### config.mk
export PLATFORM = sky130hd
export DESIGN_NAME = pse_norm
export DESIGN_NICKNAME = d
export VERILOG_FILES = /design/src/sv/poly_surface_evaluator_core_macros.svh /design/src/sv/pse_pkg.sv /design/src/sv/pse_norm.sv
export SDC_FILE = /design/constraint.sdc
export NUM_CORES = 1
export LEC_CHECK = 0
export BUFFER_PORTS_ARGS = -buffer_cell sky130_fd_sc_hd__buf_2
export CORE_MARGIN = 2
export CORE_UTILIZATION = 35
export CTS_CLUSTER_DIAMETER = 60
export DETAILED_ROUTE_END_ITERATION = 16
export MAX_ROUTING_LAYER = met4
export PLACE_DENSITY = 0.51
export SETUP_SLACK_MARGIN = 0.4
export SLEW_MARGIN = 30
export SYNTH_ARGS = -nofsm -noshare
export SYNTH_HDL_FRONTEND = slang
export SYNTH_SLANG_ARGS = --single-unit
### constraint.sdc
create_clock -name aclk -period 18.2 [get_ports aclk]
set_clock_uncertainty 0.05 [all_clocks]
set_input_delay 0.91 -clock aclk [delete_from_list [all_inputs] [get_ports aclk]]
set_output_delay 0.91 -clock aclk [all_outputs]
set_load 0.01 [all_outputs]
### src/sv/poly_surface_evaluator_core_macros.svh
// assertion macros shared by the surface evaluator rtl
`ifndef POLY_SURFACE_EVALUATOR_CORE_MACROS_SVH
`define POLY_SURFACE_EVALUATOR_CORE_MACROS_SVH

// same-cycle implication, checked on aclk outside reset
`define PSE_ASSERT_IMPL(name, ante, cons) \
    name: assert property (@(posedge aclk) disable iff (!aresetn) (ante) |-> (cons)) \
        else $error("surface evaluator: same-cycle check failed");

// next-cycle implication, checked on aclk outside reset
`define PSE_ASSERT_NEXT(name, ante, cons) \
    name: assert property (@(posedge aclk) disable iff (!aresetn) (ante) |=> (cons)) \
        else $error("surface evaluator: next-cycle check failed");

`endif

### src/sv/pse_pkg.sv
// shared widths, constants, register indexes and rounding helper
`default_nettype none

package pse_pkg;

    localparam int PIXEL_W    = 16;
    localparam int SCALE_W    = 24;
    localparam int COEF_W     = 32;
    localparam int FRAC       = 24;
    localparam int NORM_W     = 27;
    localparam int MONO_W     = 2 * NORM_W - FRAC;
    localparam int ACC_W      = 64;
    localparam int RES_W      = 32;
    localparam int CFG_ADDR_W = 5;
    localparam int CFG_DATA_W = 32;

    localparam int DEF_MAX_DEGREE = 2;
    localparam int DEF_COORD_BITS = 16;

    localparam logic [SCALE_W-1:0] SCALE_RESET = SCALE_W'(4096);

    // normalised coordinate: one in q24, clamp value and clamp threshold
    localparam logic [NORM_W-1:0]        NORM_ONE   = NORM_W'(1 << FRAC);
    localparam logic signed [NORM_W-1:0] NORM_MAX   = NORM_W'((1 << 26) - 1);
    localparam logic [63:0]              NORM_LIMIT = 64'((1 << 26) - 1 + (1 << FRAC));

    localparam logic [RES_W-1:0] RES_MAX = 32'h7fff_ffff;
    localparam logic [RES_W-1:0] RES_MIN = 32'h8000_0000;

    typedef enum logic [2:0] {
        REG_COEF_CONST = 3'd0,
        REG_COEF_Y     = 3'd1,
        REG_COEF_X     = 3'd2,
        REG_COEF_YY    = 3'd3,
        REG_COEF_XY    = 3'd4,
        REG_COEF_XX    = 3'd5,
        REG_X_SCALE    = 3'd6,
        REG_Y_SCALE    = 3'd7
    } reg_idx_t;

    // q48 product to q24, half rounds towards plus infinity
    function automatic logic signed [MONO_W-1:0] round_mono(
        input logic signed [2*NORM_W-1:0] p
    );
        logic [2*NORM_W-1:0] s;
        s = p + (2*NORM_W)'(1 << (FRAC - 1));
        return s[2*NORM_W-1:FRAC];
    endfunction

endpackage

`default_nettype wire

### src/sv/pse_norm.sv
// coordinate normalisation: coord*scale, round to q24, clamp, minus one
`default_nettype none

module pse_norm
    import pse_pkg::*;
#(
    parameter int COORD_BITS = DEF_COORD_BITS
) (
    input  wire logic                      aclk,
    input  wire logic                      pipe_en,
    input  wire logic [PIXEL_W-1:0]        coord,
    input  wire logic [SCALE_W-1:0]        scale,
    output logic signed [NORM_W-1:0]       norm
);

    localparam int CW    = (COORD_BITS < PIXEL_W) ? COORD_BITS : PIXEL_W;
    localparam int RAW_W = CW + SCALE_W;
    localparam int QW    = RAW_W - 2;

    logic [RAW_W-1:0]         raw_reg, raw_next;
    logic [RAW_W:0]           rnd;
    logic [QW-1:0]            q24;
    logic signed [NORM_W-1:0] norm_reg, norm_next;

    // stage one: coordinate times scale, 27 fraction bits
    assign raw_next = coord[CW-1:0] * scale;

    // stage two: round to 24 fraction bits, clamp, subtract one
    always_comb begin
        rnd = {1'b0, raw_reg} + (RAW_W+1)'(4);
        q24 = rnd[RAW_W:3];
        if (64'(q24) > NORM_LIMIT) begin
            norm_next = NORM_MAX;
        end else begin
            norm_next = NORM_W'(q24) - NORM_ONE;
        end
    end

    always_ff @(posedge aclk) begin
        if (pipe_en) begin
            raw_reg  <= raw_next;
            norm_reg <= norm_next;
        end
    end

    assign norm = norm_reg;

endmodule

`default_nettype wire

# Word-level counts from Yosys, hierarchy flattened
# Cells that the tools add are included.
[word_totals] wordCells=6 mem_bits_ro=0 latchBits=0 in_bits=42 mem_count=0 ramBits=0 regBits=67 output_inout_bits=27
[classes] add_sub_neg=2 magnitude_cmp=1 muxes=0 n_mul=1 shifts=0 n_bitwise=0 n_div=0 n_reduce_logical=0 n_eq_ne=0
[op_table] operator="$add A40 B3 Y41 const B" count=1
[op_table] operator="$mul A16 B24 Y40" count=1
[op_table] operator="$gt A38 B27 Y1 const B" count=1
[op_table] operator="$sub A27 B25 Y27 const B" count=1

# Logic depth before layout (Yosys ltp)
# Gate-level depths: netlist (run 1).
[logic_depth] word_depth=2 depth_mapped=24 depth_no_buf=22

# Worst setup path before layout (run 1)
# OpenSTA, ideal clock, no wires.
[synth_path] kind="input to register" start="in coord[6]" end="reg raw_reg[39] (data pin)" path_slack_ps=11350 setup_ps=190 t_arrival_ps=6609 n_path_buf=1 path_stages=22 required_ps=17960 cell_sequence="clkbuf_1 -> nand2_1 -> fa_1 -> inv_1 -> fa_1 -> inv_1 -> fa_1 -> inv_1 -> fa_1 -> fa_1 -> inv_1 -> fa_1 -> inv_1 -> ha_1 -> and4_1 -> a21boi_1 -> nand4b_1 -> a2111oi_2 -> o21ai_2 -> a211oi_2 -> mux2i_1 -> a2111oi_2"
[synth_via] elab_chain_cells=1
[synth_rtl] element="start: declaration" line="pse_norm.sv:11" text="input wire logic [PIXEL_W-1:0] coord,"
[synth_rtl] element="$mul A16 B24 Y40" line="pse_norm.sv:26" text="assign raw_next = coord[CW-1:0] * scale;"
[synth_rtl] element="via raw_next[39]" line="pse_norm.sv:20" text="logic [RAW_W-1:0] raw_reg, raw_next;"
[synth_rtl] element="end signal: assignment" line="pse_norm.sv:41" text="raw_reg <= raw_next;"
[synth_rtl] element="end: declaration" line="pse_norm.sv:20"
# The timed path passes the listed nets, and every way through them passes these cells.
# A chain may end at the register's enable or synchronous reset.

# Worst setup path after layout (run 1)
[layout_path] start="in coord[9]" end="reg raw_reg[39] (data pin)"
# Same word-level chain as after synthesis.

==> flow_summary.toml, run 1 <==
[run_status]
status = "completed"

[routing]
drc_errors = 0
drt_iter0_drc = 511
vias_per_cell = 4.76
drtPass1Iterations = 5
ant_nets = 0
post_drt_wl_per_cell_um = 16.7
wl_um = 38400
vias = 10979

[die]
start_util = 0.353
rows = 77
die_h_um = 215
core-area_um2 = 44100
die-area_um2 = 46300
die_w_um = 215
floorplan.io_pins = 69

[setup_path]
start_kind = "input pin"
regToRegEndpoint = "norm[6]"
critical_path_required_ns = 18.27
reg2reg_from = "raw_reg[2]"
reg2reg_depth = 14
end_kind = "flop"
critPathArrivalTime_ns = 7.29
cp_max_fo = 24
crit_type = "input pin to flop"
r2r_setup_slack_ns = 14.45

[cts]
clockBufferDepth = 2
h-tree-depth = 3
cts_setup_buffers = 0
cts_resized = 0
holdBufCountCts = 0
insertion_delay_ns = 0.32
cts_root_buf = "clkbuf_16"
tritoncts = "done"
clk_pin_slew_ns = 0.05
cts_buffers = 9
cts.sink_count = 65

[timing]
fin_tns_setup_ns = 0
finalSetupViolCount = 0
min_period_ns = 7.22
finalCritPeriodShare = 0.397
max_freq_mhz = 139
maxSlewHeadroom = 0.474
slew_violations = 0
worstMarginPinSlew_ns = 0.789
rsz0062_at_grt = "no"
hold_viol_final = 0

[yosys]
synth.avg_cell_area_um2 = 9.17
synth_area_um2 = 15600
synth_area_leader_cell = "fa_1"
synth_top_area_share = 0.393
yosys_warnings = 0
synth_compound_area_frac = 0.0581
synth_edf_count = 65
ys_types = 66
synth_top_family_by_area = "adder cells"
synthMuxAreaShare = 0.00193
syn_nets = 2162
ys_async_sr_fraction = 0
syn_inst = 1700
synth.most_common_cell = "inv_1"
ys_top_cells_by_area = "fa_1 (39%), edfxtp_1 (13%), ha_1 (9.1%)"
synth.top_cells.by_count = "inv_1 (370), fa_1 (306), nand2_1 (262), and2_1 (169), ha_1 (114)"
synthSimpleGateAreaFrac = 0.190
synth_fa_ha_area_frac = 0.484
ys_seq_area_frac = 0.125
synthXorXnorAreaFrac = 0.0331
synthFlopType = "edfxtp_1"
synth_seq_cells = 65

[job]
maxCapViolCount = 0

[layout]
nets = 2173
largest_register_ffs = 38
drive_gt1_frac = 0.0682
area_delta_synth_final_pct = 6.93
diodes = 0
nFillCells = 4612

[global_routing]
grt_overflow = 0
grt_max_degree = 66
antenna_found_initial = 0
grt_pass1_wl_um = 63700
track_usage = 0.177
grt_pass1_vias = 11716

[worst_hold_path]
whs_path_depth = 2
min_to = "norm[19]"
hold_path_class = "flop to flop"
min_from = "raw_reg[22]"

[place]
dp_hpwl_um = 31100
gp_congestion = 0.866
port_buffers = 68
==> cells in the final DEF (no fill, tap or decap), types with 7 or more instances in the layout <==
cell type  synthesis  routed
clkbuf_16          0       9
a21o_1            13      13
and3_1            10      10
nand3_1           15      15
ha_1             114     114
nand2_1          262     262
fa_1             306     306
nand4_1           16      16
xnor2_1           35      35
inv_1            370     370
edfxtp_1          65      65
and4_1            12      12
o21ai_0           21      21
nand2_2           19      19
nand2b_1           8       8
nor2_1            32      32
buf_2              2      68
and2_1           169     169
a31oi_1            7       7
a21oi_1           40      40
nor3_1            13      13
xor2_1            24      24
==> area by class of cell <==
class,instances,area [um^2],share of cell area
flip-flops and latches,65,1950,0.117
well taps,592,741,0.0444
repair buffers,69,348,0.0209
multi-input cells,1196,12000,0.717
inverters,370,1390,0.0833
clock inverters,6,60.1,0.00360
clock buffers,9,225,0.0135
==> how the worst max path moves through the flow <==
stage | cells past startpoint | slack, ns | from | end
2_1_floorplan | 22 | 11.35 | coord[6] | raw_reg[39]
3_3_place_gp | 20 | 10.74 | coord[11] | raw_reg[39]
3_5_place_dp | 20 | 10.61 | coord[11] | raw_reg[39]
4_1_cts | 20 | 10.96 | coord[9] | raw_reg[39]
5_1_grt | 22 | 10.65 | coord[9] | raw_reg[39]
6_report | 20 | 10.98 | coord[9] | raw_reg[39]
==> layer usage <==
metal  wire [um]  track usage  vias to the layer above  part of all wire
met3        1830       0.0224                       11             0.047
met1       19000        0.255                     5554              0.49
li1            -            -                     5200                 -
met5           0            -                        -                 0
met2       17400        0.276                      214              0.45
met4         199       0.0228                        0            0.0052
==> stage by stage <==
step | cells | setup WS [ns] | utilization | cell area, um^2 | hold slack, ns
floorplan | 1700 | 11.35 | - | 15600 | 0.523
detailed placement | 2292 | 10.61 | 0.371 | 16400 | 0.587
CTS | 2307 | 10.96 | 0.378 | 16700 | 0.601
global placement | 2292 | 10.74 | 0.371 | 16400 | 0.590
finish | 2307 | 10.98 | 0.378 | 16700 | 0.604
global route | 2307 | 10.65 | 0.378 | 16700 | 0.624
==> kinds of logic (layout without fill, tap and decap cells) <==
kind of cell,Yosys count,count (layout)
mux,3,3
flops,65,65
compound gates,133,133
simple gates,581,581
xor+xnor,59,59
fa+ha+maj,420,420
buf+inv,439,454
==> worst max-delay path, stage by stage <==
cell and delay (ns):
buf_2 0.46, nand2_1 0.17, fa_1 0.56, inv_1 0.05, fa_1 0.51, fa_1 0.45
fa_1 0.52, fa_1 0.54, inv_1 0.05, fa_1 0.52, inv_1 0.04, ha_1 0.39
and4_1 0.25, a21boi_1 0.21, nand4b_1 0.19, a2111oi_2 0.57, o21ai_2 0.15, a211oi_2 0.23
mux2i_1 0.12, a2111oi_2 0.35
Power of run 1 is not shown: default switching activity piles up to over one toggle a cycle in this logic, so the estimate is an artifact.
==> run 2: changes to the inputs <==
==> constraint.sdc (replaced) <==
create_clock -name aclk -period 7.2 [get_ports aclk]
set_clock_uncertainty 0.05 [all_clocks]
set_input_delay 0.36 -clock aclk [delete_from_list [all_inputs] [get_ports aclk]]
set_output_delay 0.36 -clock aclk [all_outputs]
set_load 0.01 [all_outputs]
==> run 2 against run 1 <==
Compared with the run above: hold slack got worse by 0.024 ns; worst setup slack got worse by 10 ns; register-to-register slack got worse by 11 ns; final area increased by 1.3%; via count increased by 3.1%; count of clock-buffer cells in the layout increased by 1; die area unchanged; utilization increased by 0.50 points; critical path type unchanged; first-iteration DRC count increased by 23%; global-route usage increased by 0.94 points; sequential cell count unchanged; routed wire length increased by 5.0%.
==> flow_summary.toml, run 2 (same netlist as run 1, synthesis figures left out) <==
[layout]
largest_register_ffs = 38
finalCoreUtilization = 0.383
diodes = 0
final_cells = 2330
area_delta_synth_final_pct = 8.34
drive_gt1_frac = 0.0788
nets = 2196
final_cell_mix = "inv_1 (370), fa_1 (306), nand2_1 (262)"
layout_commonest_cell = "inv_1"

[timing]
fin_tns_setup_ns = 0
rsz0062_at_grt = "yes"
finalCritPeriodShare = 0.906
maxSlewHeadroom = 0.468
slew_violations = 0
worstMarginPinSlew_ns = 0.797
hold_viol_final = 0
fin_ws_ns = 0.676
finalSetupViolCount = 0
max_freq_mhz = 153
min_period_ns = 6.52

[place]
dp_hpwl_um = 32400
preCtsSetupSlack_ns = 0.183
dpl.cell_count = 2315
port_buffers = 68
gp_congestion = 0.839

[setup_path]
end_kind = "flop"
max_stage_delay_ns = 0.61
path_cells = "buf_2 > buf_4 > nand2_1 > fa_1 > fa_1 > fa_1 > fa_1 > inv_1 > fa_1 > inv_1 > fa_1 > inv_1 > ha_1 > o21ai_0 > a21boi_1 > nand4b_1 > a2111oi_4 > o21ai_2 > a211oi_2 > mux2i_1 > a2111oi_2"
start_kind = "input pin"
crit_type = "input pin to flop"
critical_path_required_ns = 7.27
cp_max_fo = 14
crit_top_cell = "fa_1"
cp_slowest_cell = "fa_1"
critPathArrivalTime_ns = 6.59

[die]
die-area_um2 = 46300
start_util = 0.353
die_w_um = 215
floorplan.io_pins = 69
core-area_um2 = 44100
die_h_um = 215
rows = 77

[cts]
h-tree-depth = 3
cts_buffers = 9
insertion_delay_ns = 0.33
cts_root_buf = "clkbuf_16"
clockBufferDepth = 2
cts.sink_count = 65
tritoncts = "done"
cts_setup_buffers = 0
clk_pin_slew_ns = 0.05

[routing]
wl_um = 40300
post_drt_wl_per_cell_um = 17.3
vias = 11321
ant_nets = 0
drtPass1Iterations = 5
vias_per_cell = 4.86
drc_errors = 0
drt_iter0_drc = 626

[global_routing]
antenna_found_initial = 1
grt_pass1_wl_um = 66500
grt_max_degree = 66
track_usage = 0.187
grt_pass1_vias = 12216
grt_overflow = 0

[worst_hold_path]
hold_path_class = "flop to flop"

[job]
maxCapViolCount = 0

[run_status]
status = "completed"
## run 2: layout make-up
type / count / area (um^2)
Inverter: 370 / 1390
Timing Repair Buffer: 92 / 541
Clock buffer: 10 / 229
Multi-Input combinational cell: 1196 / 12000
Sequential cell: 65 / 1950
Clock inverter: 5 / 71.3
Tap cell: 592 / 741
Fill cell: 4528 / 27200
## run 2: worst max-delay path: cells and delay by family
kind	cells	cell delay, ns
compound gates	6	1.60
fa+ha+maj	7	3.46
buf+inv	5	0.74
mux	1	0.11
simple gates	2	0.31
## run 2: path summary, 6_finish.rpt
| check | startpoint | endpoint | slack [ns] | depth (start not counted) |
|---|---|---|---|---|
| max | coord[3] | raw_reg[39] | 0.68 | 21 |
| min | raw_reg[22] | norm[19] | 0.58 | 2 |
| max reg2reg | raw_reg[19] | norm[6] | 3.34 | 13 |
| min reg2reg | raw_reg[22] | norm[19] | 0.58 | 2 |
## run 2: routing by layer
| metal | wire length (um) | vias to the layer above | GRT usage | share of wire |
|---|---|---|---|---|
| met3 | 1900 | 45 | 0.0166 | 0.047 |
| met2 | 19100 | 277 | 0.306 | 0.47 |
| met5 | 0 | - | - | 0 |
| met4 | 580 | 0 | 0.0382 | 0.014 |
| met1 | 18800 | 5749 | 0.254 | 0.47 |
| li1 | - | 5250 | - | - |
## run 2: timing repair
item,in CTS,in global routing
hold buffers,0,0
hold endpoints to repair,0,0
resized for setup,0,9
setup endpoints to repair,0,4
## run 2: per-stage QoR
step           hold slack [ns]  area, um^2
2_1_floorplan            0.422       15600
5_1_grt                  0.615       16900
4_1_cts                  0.581       16900
3_5_place_dp             0.565       16600
3_3_place_gp             0.583       16600
6_report                 0.580       16900
Power of run 2 is left out for the same reason.
==> run 3: changes to the inputs <==
--- a/config.mk
+++ b/config.mk
@@ -6,12 +6,11 @@
 export NUM_CORES = 1
 export LEC_CHECK = 0
 export BUFFER_PORTS_ARGS = -buffer_cell sky130_fd_sc_hd__buf_2
-export CORE_MARGIN = 2
-export CORE_UTILIZATION = 35
+export CORE_UTILIZATION = 51
 export CTS_CLUSTER_DIAMETER = 60
 export DETAILED_ROUTE_END_ITERATION = 16
 export MAX_ROUTING_LAYER = met4
-export PLACE_DENSITY = 0.51
+export PLACE_DENSITY = 0.69
 export SETUP_SLACK_MARGIN = 0.4
 export SLEW_MARGIN = 30
 export SYNTH_ARGS = -nofsm -noshare
==> run 3 against run 2 <==
Compared with the run above: utilization grew 17 points; worst setup slack lost 0.040 ns; routed wire length shrank 13%; sequential share of layout area grew 0.23 points; via count grew 1.1%; hold slack gained 0.032 ns; register-to-register slack is essentially flat; sequential cell count is the same; die area shrank 32%; fmax shrank 0.62%; critical endpoint is now raw_reg[37]; critical path depth grew 2.
==> flow_summary.toml, run 3 (same netlist as run 1, synthesis figures left out) <==
[routing]
post_drt_wl_per_cell_um = 16.6
drc_errors = 0
drt_iter0_drc = 735
wl_um = 35200
vias = 11445
drtPass1Iterations = 5
vias_per_cell = 5.41
ant_nets = 0

[setup_path]
end_kind = "flop"
cp_slowest_cell = "fa_1"
critical_path_required_ns = 7.23
critPathArrivalTime_ns = 6.59
reg2reg_from = "raw_reg[2]"
cp_max_fo = 14
crit_type = "input pin to flop"
r2r_setup_slack_ns = 3.33
start_kind = "input pin"
path_cells = "buf_2 > buf_4 > and2_1 > fa_1 > inv_1 > fa_1 > fa_1 > inv_1 > fa_1 > fa_1 > inv_1 > fa_1 > inv_1 > ha_1 > and4_1 > a21boi_2 > nand4b_1 > a2111oi_4 > o21ai_2 > buf_4 > a211oi_1 > o31ai_1 > xnor2_1"
max_stage_delay_ns = 0.55
reg2reg_depth = 14
crit_top_cell = "fa_1"
regToRegEndpoint = "norm[6]"
worstSetupEndpoint = "raw_reg[37]"
startpoint = "coord[6]"

[cts]
h-tree-depth = 3
holdBufCountCts = 0
clockBufferDepth = 2
cts.sink_count = 65
insertion_delay_ns = 0.33
tritoncts = "done"
clk_pin_slew_ns = 0.06
cts_buffers = 9
cts_root_buf = "clkbuf_16"

[place]
dp_hpwl_um = 28700
port_buffers = 68
gp_congestion = 0.904

[global_routing]
grt_pass1_vias = 11948
grt_pass1_wl_um = 59000
antenna_found_initial = 0
track_usage = 0.247
grt_overflow = 0
grt_max_degree = 66

[timing]
fin_tns_setup_ns = 0
slew_violations = 0
worstMarginPinSlew_ns = 0.810
hold_viol_final = 0
finalCritPeriodShare = 0.912
finalSetupViolCount = 0
max_freq_mhz = 152
maxSlewHeadroom = 0.460
rsz0062_at_grt = "no"
min_period_ns = 6.56

[die]
rows = 63
die_w_um = 177
die_h_um = 177
die-area_um2 = 31300
core-area_um2 = 29900
floorplan.io_pins = 69
start_util = 0.522

[run_status]
status = "completed"

[layout]
area_delta_synth_final_pct = 6.20
largest_register_ffs = 38
layout_commonest_cell = "inv_1"
diodes = 0
final_cell_mix = "inv_1 (370), fa_1 (306), nand2_1 (262)"
nets = 2184
finalCoreUtilization = 0.554
drive_gt1_frac = 0.0764

[worst_hold_path]
whs_path_depth = 2
hold_path_class = "flop to flop"

[job]
maxCapViolCount = 0
## run 3: per-stage QoR
stage          std cells  hold WS (ns)  worst slack, ns  area, um^2
6_report            2117         0.612            0.635       16600
5_1_grt             2117         0.621            0.380       16600
4_1_cts             2115         0.611            0.650       16500
3_5_place_dp        2099         0.589            0.313       16200
3_3_place_gp        2099         0.591            0.410       16200
2_1_floorplan       1700         0.422            0.900       15600
## run 3: worst max-delay path, delay by kind of cell
family,cells,cell delay [ns]
buf+inv,7,0.76
fa+ha+maj,7,3.45
xor+xnor,1,0.14
compound gates,5,1.23
simple gates,3,0.63
## run 3: worst min-delay path by stage
stage	startpoint	end	slack [ns]
floorplan	pipe_en	norm[0]	0.42
global placement	raw_reg[14]	norm[11]	0.59
detailed placement	raw_reg[18]	norm[15]	0.59
CTS	raw_reg[18]	norm[15]	0.61
global route	raw_reg[18]	norm[15]	0.62
finish	raw_reg[18]	norm[15]	0.61
## run 3: timing repair
action | 4_1_cts | 5_1_grt
endpoints found under the hold margin | 0 | 0
setup endpoints to repair | 0 | 3
resized for setup | 0 | 11
buffers inserted | 0 | 2
## run 3: cell type report
class                   instances  area, um^2
flip-flops and latches         65        1950
fillers                      2723       13300
inverters                     370        1390
clock inverters                 7        77.6
repair buffers                 80         450
clock buffers                   9         225
multi-input cells            1196       12000
well taps                     390         488
## run 3: layer usage
layer	vias to the layer above	wire, um	track usage
li1	5237	-	-
met1	5830	13900	0.306
met2	315	18800	0.429
met3	63	1560	0.0215
met4	0	926	0.0740
met5	-	0	-
Power of run 3 is left out for the same reason.
